$ cat src/design/faod_pkg.sv
// Shared types and constants for the flow auto on/off detector.
// No dependencies; imported by faod_core and flow_auto_on_off_detector.
package faod_pkg;

   // Qualification limits
   localparam logic [7:0] OFF_RUN_LIMIT = 8'd200;
   localparam logic [2:0] TROUGH_LIMIT  = 3'd5;
   localparam logic [7:0] ARM_TIMEOUT   = 8'd150;

   // Register reset values
   localparam logic signed [15:0] PEAK_THRESHOLD_RESET   = 16'sd500;
   localparam logic signed [15:0] TROUGH_THRESHOLD_RESET = -16'sd400;
   localparam logic signed [15:0] OFF_THRESHOLD_RESET    = 16'sd10000;

   localparam int CSR_INDEX_WIDTH = 3;

   // Register indexes
   typedef enum logic [CSR_INDEX_WIDTH-1:0] {
      CSR_AUTO_ON_ENABLE   = 3'd0,
      CSR_AUTO_OFF_ENABLE  = 3'd1,
      CSR_PEAK_THRESHOLD   = 3'd2,
      CSR_TROUGH_THRESHOLD = 3'd3,
      CSR_OFF_THRESHOLD    = 3'd4
   } csr_index_type;

   // Event flag bit positions
   localparam int EV_TEST_MASK   = 0;
   localparam int EV_CALIBRATE   = 1;
   localparam int EV_MACHINE_ON  = 2;
   localparam int EV_MACHINE_OFF = 3;

   typedef enum logic [1:0] {
      CMD_NONE = 2'd0,
      CMD_OFF  = 2'd1,
      CMD_ON   = 2'd2
   } cmd_type;

   // Configuration handed to the detection core
   typedef struct packed {
      logic               auto_on_enable;
      logic               auto_off_enable;
      logic signed [15:0] peak_threshold;
      logic signed [15:0] trough_threshold;
      logic signed [15:0] off_threshold;
   } cfg_type;

endpackage

$ cat src/design/faod_core.sv
// Detection state and per-sample decision logic.
// Depends on faod_pkg for the configuration struct, limits and command codes.
module faod_core (
   input  logic               clock,
   input  logic               reset,
   input  logic               fire,
   input  logic signed [15:0] flow,
   input  logic [3:0]         events,
   input  faod_pkg::cfg_type  cfg,
   output faod_pkg::cmd_type  command
);
   import faod_pkg::*;

   logic       peak_armed_ff, peak_armed_in;
   logic [2:0] trough_count_ff, trough_count_in;
   logic       breath_count_ff, breath_count_in;
   logic [7:0] arm_timer_ff, arm_timer_in;
   logic [7:0] high_flow_count_ff, high_flow_count_in;

   logic clear_all;
   logic off_branch;
   logic on_branch;

   assign clear_all  = events[EV_TEST_MASK] || events[EV_CALIBRATE] ||
                       (!cfg.auto_on_enable && !cfg.auto_off_enable);
   assign off_branch = events[EV_MACHINE_ON] && cfg.auto_off_enable;
   assign on_branch  = events[EV_MACHINE_OFF] && cfg.auto_on_enable;

   // Next state and command for the sample in the input register
   always_comb begin
      peak_armed_in      = peak_armed_ff;
      trough_count_in    = trough_count_ff;
      breath_count_in    = breath_count_ff;
      arm_timer_in       = arm_timer_ff;
      high_flow_count_in = high_flow_count_ff;
      command            = CMD_NONE;
      if (clear_all || (!off_branch && !on_branch)) begin
         peak_armed_in      = 1'b0;
         trough_count_in    = '0;
         breath_count_in    = 1'b0;
         high_flow_count_in = '0;
      end else if (off_branch) begin
         // machine on: count sustained high flow
         peak_armed_in   = 1'b0;
         trough_count_in = '0;
         breath_count_in = 1'b0;
         if (flow >= cfg.off_threshold) begin
            if (high_flow_count_ff >= OFF_RUN_LIMIT) begin
               high_flow_count_in = '0;
               command            = CMD_OFF;
            end else begin
               high_flow_count_in = high_flow_count_ff + 8'd1;
            end
         end else begin
            high_flow_count_in = '0;
         end
      end else begin
         // machine off: breath detection
         high_flow_count_in = '0;
         if (flow > cfg.peak_threshold && !peak_armed_ff) begin
            peak_armed_in = 1'b1;
            arm_timer_in  = '0;
         end else if (flow < cfg.trough_threshold && peak_armed_ff) begin
            if (trough_count_ff >= TROUGH_LIMIT) begin
               trough_count_in = '0;
               peak_armed_in   = 1'b0;
               if (breath_count_ff) begin
                  breath_count_in = 1'b0;
                  command         = CMD_ON;
               end else begin
                  breath_count_in = 1'b1;
               end
            end else begin
               trough_count_in = trough_count_ff + 3'd1;
            end
         end else if (flow >= cfg.trough_threshold && (peak_armed_ff || breath_count_ff)) begin
            if (arm_timer_ff >= ARM_TIMEOUT) begin
               arm_timer_in    = '0;
               peak_armed_in   = 1'b0;
               trough_count_in = '0;
               breath_count_in = 1'b0;
            end else begin
               arm_timer_in = arm_timer_ff + 8'd1;
            end
         end
      end
   end

   // State registers advance only when the sample moves on
   always_ff @(posedge clock) begin
      if (reset) begin
         peak_armed_ff      <= 1'b0;
         trough_count_ff    <= '0;
         breath_count_ff    <= 1'b0;
         arm_timer_ff       <= '0;
         high_flow_count_ff <= '0;
      end else if (fire) begin
         peak_armed_ff      <= peak_armed_in;
         trough_count_ff    <= trough_count_in;
         breath_count_ff    <= breath_count_in;
         arm_timer_ff       <= arm_timer_in;
         high_flow_count_ff <= high_flow_count_in;
      end
   end

`ifndef NO_ASSERTIONS
   a_trough_bound: assert property (@(posedge clock) disable iff (reset)
      trough_count_ff <= TROUGH_LIMIT)
      else $error("trough count out of range");
   a_timer_bound: assert property (@(posedge clock) disable iff (reset)
      arm_timer_ff <= ARM_TIMEOUT)
      else $error("arm timer out of range");
   a_hold_idle: assert property (@(posedge clock) disable iff (reset)
      !fire |=> $stable(high_flow_count_ff) && $stable(arm_timer_ff))
      else $error("detector state moved without a request");
`endif

endmodule

$ cat src/design/flow_auto_on_off_detector.sv
// Top level: configuration registers, input register, result register.
// Depends on faod_pkg and faod_core.
// An accepted request is held in the input register, then its result is loaded into the result register.
// Throughput: one request per cycle while results drain, set by the combinational decision logic in faod_core.
// The input register takes a new request while the result register still holds one.
// Reset (synchronous): thresholds and enables return to defaults, counters clear.
module flow_auto_on_off_detector (
   input  logic                                clock,
   input  logic                                reset,
   input  logic                                req_valid,
   output logic                                req_ready,
   input  logic signed [15:0]                  req_flow_rate,
   input  logic [3:0]                          req_event_flags,
   output logic                                rsp_valid,
   input  logic                                rsp_ready,
   output logic [1:0]                          rsp_command,
   input  logic                                csr_valid,
   output logic                                csr_ready,
   input  logic [faod_pkg::CSR_INDEX_WIDTH-1:0] csr_index,
   input  logic [15:0]                         csr_data
);
   import faod_pkg::*;

   cfg_type            cfg_ff;
   logic               s1_valid_ff;
   logic signed [15:0] s1_flow_ff;
   logic [3:0]         s1_events_ff;
   logic               rsp_valid_ff;
   cmd_type            rsp_command_ff;
   cmd_type            core_command;
   logic               advance;

   assign csr_ready = 1'b1;

   // Configuration writes
   always_ff @(posedge clock) begin
      if (reset) begin
         cfg_ff.auto_on_enable   <= 1'b0;
         cfg_ff.auto_off_enable  <= 1'b0;
         cfg_ff.peak_threshold   <= PEAK_THRESHOLD_RESET;
         cfg_ff.trough_threshold <= TROUGH_THRESHOLD_RESET;
         cfg_ff.off_threshold    <= OFF_THRESHOLD_RESET;
      end else if (csr_valid) begin
         case (csr_index)
            CSR_AUTO_ON_ENABLE:   cfg_ff.auto_on_enable   <= csr_data[0];
            CSR_AUTO_OFF_ENABLE:  cfg_ff.auto_off_enable  <= csr_data[0];
            CSR_PEAK_THRESHOLD:   cfg_ff.peak_threshold   <= csr_data;
            CSR_TROUGH_THRESHOLD: cfg_ff.trough_threshold <= csr_data;
            CSR_OFF_THRESHOLD:    cfg_ff.off_threshold    <= csr_data;
            default: ;
         endcase
      end
   end

   // Input stage moves on when the result register is free or being drained
   assign advance   = s1_valid_ff && (!rsp_valid_ff || rsp_ready);
   assign req_ready = !s1_valid_ff || advance;

   always_ff @(posedge clock) begin
      if (reset) begin
         s1_valid_ff <= 1'b0;
      end else if (req_ready) begin
         s1_valid_ff <= req_valid;
      end
   end

   always_ff @(posedge clock) begin
      if (req_valid && req_ready) begin
         s1_flow_ff   <= req_flow_rate;
         s1_events_ff <= req_event_flags;
      end
   end

   faod_core u_core (
      .clock   (clock),
      .reset   (reset),
      .fire    (advance),
      .flow    (s1_flow_ff),
      .events  (s1_events_ff),
      .cfg     (cfg_ff),
      .command (core_command)
   );

   // Result register
   always_ff @(posedge clock) begin
      if (reset) begin
         rsp_valid_ff <= 1'b0;
      end else if (advance) begin
         rsp_valid_ff <= 1'b1;
      end else if (rsp_ready) begin
         rsp_valid_ff <= 1'b0;
      end
   end

   always_ff @(posedge clock) begin
      if (advance) begin
         rsp_command_ff <= core_command;
      end
   end

   assign rsp_valid   = rsp_valid_ff;
   assign rsp_command = rsp_command_ff;

`ifndef NO_ASSERTIONS
   a_ready_when_empty: assert property (@(posedge clock) disable iff (reset)
      !rsp_valid_ff |-> req_ready)
      else $error("input stalled with an empty result register");
   a_accept_loads: assert property (@(posedge clock) disable iff (reset)
      req_valid && req_ready |=> s1_valid_ff)
      else $error("accepted request lost from the input register");
   a_advance_fills: assert property (@(posedge clock) disable iff (reset)
      advance |=> rsp_valid_ff)
      else $error("result not presented after the input stage moved on");
`endif

endmodule
$ cat config.mk
export PLATFORM = sky130hd
export DESIGN_NAME = flow_auto_on_off_detector
export DESIGN_NICKNAME = d
export VERILOG_FILES = /design/src/design/faod_pkg.sv /design/src/design/faod_core.sv /design/src/design/flow_auto_on_off_detector.sv
export SDC_FILE = /design/constraint.sdc
export NUM_CORES = 1
export LEC_CHECK = 0
export BUFFER_PORTS_ARGS = -buffer_cell sky130_fd_sc_hd__clkbuf_2
export CAP_MARGIN = 20
export CORE_ASPECT_RATIO = 0.8
export CORE_MARGIN = 3
export CORE_UTILIZATION = 39
export CTS_CLUSTER_SIZE = 28
export DETAILED_ROUTE_END_ITERATION = 8
export PLACE_DENSITY = 0.55
export SLEW_MARGIN = 20
export SYNTH_ARGS = -nofsm -noshare
export SYNTH_HDL_FRONTEND = slang
export SYNTH_HIERARCHICAL = 1
export SYNTH_SLANG_ARGS = --single-unit
$ cat constraint.sdc
create_clock -name clock -period 2.85 [get_ports clock]
set_input_delay 0.285 -clock clock [delete_from_list [all_inputs] [get_ports clock]]
set_output_delay 0.285 -clock clock [all_outputs]
set_load 0.01 [all_outputs]
# Word-level counts from Yosys, hierarchy flattened
# Index checks and enable logic that the tools add are counted.
[op_classes]
add_sub_neg = 3
n_lt_le_gt_ge = 7
n_eq_ne = 8
mux = 37
n_bitwise = 2
reduce_logical = 38
[ops]
columns = ["operator", "n"]
rows = [
  ["2-to-1 mux 8 bit", 8],
  ["greater-or-equal comparator 16 bit", 2],
  ["2-to-1 mux 3 bit", 7],
  ["adder 8 x 1 -> 8 bit, second input constant", 2],
  ["greater-or-equal comparator 8 bit, second input constant", 2],
  ["> comparator 16 bit", 1],
  ["< comparator 16 bit", 1],
  ["2-to-1 mux 1 bit", 16],
  ["2-to-1 mux 2 bit", 6],
  ["AND reduction 2 bit", 5],
  ["AND reduction 5 bit", 2],
  ["nonzero test 5 bit", 2],
  ["logical AND 1 bit", 9],
  ["AND reduction 4 bit", 2],
  ["nonzero test 4 bit", 2],
  ["logical NOT 1 bit", 7],
  ["== test 3 x 2 -> 1 bit, second input constant", 2],
  ["logical OR 1 bit", 6],
  ["!= test 5 x 2 -> 1 bit, second input constant", 1],
  ["!= test 4 x 2 -> 1 bit, second input constant", 1],
  ["nonzero test 2 bit", 2],
  ["adder 3 x 1 -> 3 bit, second input constant", 1],
  ["== test 3 x 1 -> 1 bit, second input constant", 1],
  ["== test 3 bit, second input constant", 1],
  ["5 further kinds", 6],
]
[word_totals]
register_bits = 95
output_inout_bits = 5
elab_cells = 110

# Logic depth before layout (Yosys ltp)
[depth]
depth_word = 7
mapped_depth = 10
depth_no_buf = 9

# Modules after synthesis
# The synthesis kept the hierarchy.
[modules_own_cells]
columns = ["module", "n_inst", "cells_each", "area_per_inst_um2"]
rows = [
  ["flow_auto_on_off_detector", 1, 234, 2829.0],
  ["faod_core", 1, 353, 2757.6],
]

# Least setup slack after synthesis
# OpenSTA, ideal clock, no wires.
[synth_path]
path_kind = "register to register"
from = "reg s1_flow_ff[9]"
to = "reg u_core.breath_count_ff"
setup_time_ns = 0.142
arrival_ns = 2.352
t_required_ns = 2.708
slack_ns = 0.356
stages_incl_launch_ff = 9
n_path_buf = 1
cell_sequence = "edfxtp_1 > ha_1 > a21o_1 > a211o_1 > o311a_1 > or2_1 > buf_4 > o311ai_4 > a311oi_2"
[synth_between]
elab_chain_cells = 6
word_cells_on_any_way = 15
cone_classes = "3 x order compare; 2 x eq/ne; 4 x mux; 6 x reduce/logical"
[synth_lines]
columns = ["item", "line_no", "text"]
rows = [
  ["start, declared", "flow_auto_on_off_detector.sv:26", "logic signed [15:0] s1_flow_ff;"],
  ["start signal, assigned", "flow_auto_on_off_detector.sv:69", "s1_flow_ff <= req_flow_rate;"],
  ["< comparator 16 bit", "faod_core.sv:63", "end else if (flow < cfg.trough_threshold && peak_armed_ff) begin"],
  ["logical AND 1 bit", "faod_core.sv:63", ""],
  ["2-to-1 mux 1 bit", "faod_core.sv:63", ""],
  ["2-to-1 mux 1 bit", "faod_core.sv:60", "if (flow > cfg.peak_threshold && !peak_armed_ff) begin"],
  ["2-to-1 mux 1 bit", "faod_core.sv:42", "end else if (off_branch) begin"],
  ["2-to-1 mux 1 bit", "faod_core.sv:37", "if (clear_all || (!off_branch && !on_branch)) begin"],
  ["end signal, assigned", "faod_core.sv:100", "breath_count_ff <= breath_count_in;"],
  ["end, declared", "faod_core.sv:16", "logic breath_count_ff, breath_count_in;"],
]
# Parallel ways exist; a longest one is shown, timed or not. The select of a mux whose other input is x is not followed.
# A chain may end at the register's enable or synchronous reset.

# Worst setup path in the final report
[layout_path]
from = "reg s1_flow_ff[11]"
to = "reg u_core.breath_count_ff"
# The elaborated chain is that of the path after synthesis.

==> flow_summary.yaml <==
logic_synthesis:
  ys_warn_count: 6
  syn_area_sq_um: 5590
  syn-num-nets: 685
  synth_top_area_cell: "dfxtp_1"
  avgSynthCellArea_sq_um: 9.52
  synth_seq_cells: 95
  ys_top_cells_by_count: "dfxtp_1, inv_1, nand2b_1"
  async_reset_ff_share_pct: 0
  synth_cells: 587
  yosysSeqAreaShare_pct: 38.0
  synth_cell_types: 68
  yosys-top-cells-area: "dfxtp_1, ha_1, edfxtp_1"
  synth_edf_count: 22
  synth.most_common_cell: "dfxtp_1"
  synth_flop_cell: "dfxtp_1"
  yosysTopAreaCellShare_pct: 26.2
layout:
  drive_gt1_share_pct: 15.2
  nFillCells: 1337
  nets: 733
  n_antenna_cell: 0
  area_delta_synth_final_pct: 13.6
grt:
  track_usage_pct: 17.5
  antenna_found_initial: 0
  grt_pass1_wl_um: 21800
  grt_start_max_net_pins: 67
  grt_pass1_vias: 4371
  overflow: 0
place:
  place_congestion: 0.912
  pre_cts_slack_ps: 187
  dpl.hpwl_um: 10400
  portBuffers: 47
routing:
  drcViolationCount: 0
  wl_per_cell_um: 16.5
  totalWireLength_um: 13500
  drt_iter0_drc: 257
  vias_per_cell: 5.31
  num_vias: 4354
  drt_pass1_iterations: 5
  ant_nets: 0
power_and_ir_drop:
  ir_drop_mv: 0.322
  p_per_area_nw_per_um2: 480
  power.leakage_nw: 2.70
floorplan:
  io_pins: 49
  die_h_um: 113
  die_width_um: 140
  die-area_sq_um: 15800
  rows: 38
  core_area_sq_um: 13800
  start_util_pct: 40.5
setup_path:
  arrival_ps: 2920
  critPathBufInv: 0
  path_max_fanout: 4
  endpoint_kind: "register"
  cp_cell_sequence: "ha_1 > a21oi_1 > nor2_1 > a211o_1 > nor4_2 > o21ai_1 > o31a_1 > a311oi_2"
  crit_family: "compound AO/OA/AOI/OAI gates"
  critical_path_class: "register to register"
  worstPathRequired_ps: 3120
  max_stage_delay_ps: 430
  cp-start-kind: "register"
  crit_slowest_cell: "edfxtp_1"
sta:
  worst_slack_ps: 200
  fin_worst_skew_ps: 10.8
  slew_violations: 0
  hold_slack_ps: 103
  final.min_clock_period_ps: 2650
  final-setup-viol-count: 0
  fin_crit_sh_pct: 93.0
  tightestPinTransition_ps: 945
  hold_viol: 0
  max_freq_ghz: 0.377
  slew_headroom_pct: 36.7
clocking:
  clockBufferDepth: 2
  cts_sinks: 95
  root_buffer: "clkbuf_16"
  cts_buffers: 9
  clkTransAtPathRegs_ps: 70
  htree_num_levels: 3
  worstSkewPairLatency_ps: 360
  cts_tree: "done"
flow_run:
  cap_viol_max_count: 0
outcome:
  status: "finished, final reports clean"
hold_path:
  holdCritPathClass: "input port to register"
[path summary, 6_finish.rpt]
check                            to             start  slack [ps]  depth (start not counted)
max reg2reg  u_core/breath_count_ff    s1_flow_ff[11]         200                          8
max          u_core/breath_count_ff    s1_flow_ff[11]         200                          8
min                   s1_flow_ff[6]  req_flow_rate[6]         100                          1
min reg2reg               rsp_valid       s1_valid_ff         460                          2
[final cells by class]
class / instances / area, sq um / area share, %
flip-flops and latches: 95 / 2120 / 33.4
inverters: 64 / 240 / 3.79
repair buffers: 60 / 333 / 5.25
multi-input cells: 405 / 3100 / 48.9
well taps: 180 / 225 / 3.55
clock inverters: 5 / 48.8 / 0.769
clock buffers: 11 / 275 / 4.34
[through the flow]
| stage | TNS, ps | instances | power (mW) | cell area [sq um] | utilization [%] |
|---|---|---|---|---|---|
| 2_1_floorplan | 0 | 587 | 1.66 | 5590 | - |
| 3_3_place_gp | 0 | 804 | 1.76 | 6020 | 43.6 |
| 3_5_place_dp | 0 | 804 | 1.77 | 6020 | 43.6 |
| 4_1_cts | 0 | 820 | 3.08 | 6340 | 46.0 |
| 5_1_grt | -2.16 | 820 | 3.17 | 6340 | 46.0 |
| 6_report | 0 | 820 | 3.05 | 6340 | 46.0 |
[worst reg2reg max path, cell delays in order, from the launching register on]
cell,delay (ps)
edfxtp_1,430
ha_1,330
a21oi_1,170
nor2_1,70
a211o_1,320
nor4_2,410
o21ai_1,260
o31a_1,350
a311oi_2,230
[per-layer routing]
layer	vias up	global-route usage (%)	wire length, um
li1	2182	-	-
met1	2059	23.7	6590
met2	102	28.2	6070
met3	11	4.73	697
met4	0	3.87	172
met5	-	0	0
[placed cells by master, fill, tap and decap left out, drive strengths merged, types with 3 or more instances in the layout]
master | Yosys | layout
and4bb | 4 | 4
a21oi | 25 | 25
nand4 | 16 | 16
and2 | 4 | 4
nor2 | 47 | 47
or2 | 4 | 4
o211ai | 7 | 7
nand3b | 3 | 3
ha | 54 | 54
clkbuf | 9 | 57
mux2i | 52 | 52
o21a | 9 | 9
o221ai | 6 | 6
nor3 | 8 | 8
edfxtp | 22 | 22
nor4b | 5 | 5
o2bb2ai | 6 | 6
o2111ai | 5 | 5
inv | 62 | 67
o31ai | 4 | 4
o21ai | 12 | 12
buf | 14 | 14
dfxtp | 73 | 73
a31oi | 3 | 3
nand3 | 13 | 13
nand2 | 19 | 19
nand2b | 58 | 58
a21o | 6 | 6
a211oi | 3 | 3
[kinds of logic (layout without fill, tap and decap cells)]
kind of cell | after synthesis | count (layout) | synth area share, %
compound gates | 101 | 101 | 13.6
fa+ha+maj | 54 | 54 | 12.1
flops | 95 | 95 | 38.0
mux | 52 | 52 | 9.32
simple gates | 197 | 197 | 20.4
buf+inv | 87 | 140 | 6.58
other cells | 1 | 1 | 0.0671
[repair_timing]
item                       CTS  global route
buffers inserted             0             0
hold buffers                 0             0
setup endpoints to repair    0             9
resized for setup            0             2
[state kept, by name (all words and copies together) (netlist names)]
| name | count |
|---|---|
| cfg_ff | 50 |
| rsp_command | 2 |
| rsp_valid | 1 |
| s1_events_ff | 4 |
| s1_flow_ff | 16 |
| s1_valid_ff | 1 |
| u_core/arm_timer_ff | 8 |
| u_core/breath_count_ff | 1 |
| u_core/high_flow_count_ff | 8 |
| u_core/peak_armed_ff | 1 |
| u_core/trough_count_ff | 3 |
[where the power goes]
| group | internal (mW) | switching, mW |
|---|---|---|
| combinational | 0.129 | 0.177 |
| clock | 0.721 | 0.582 |
| sequential | 1.41 | 0.0237 |
Power figures use the tool's default switching activity.
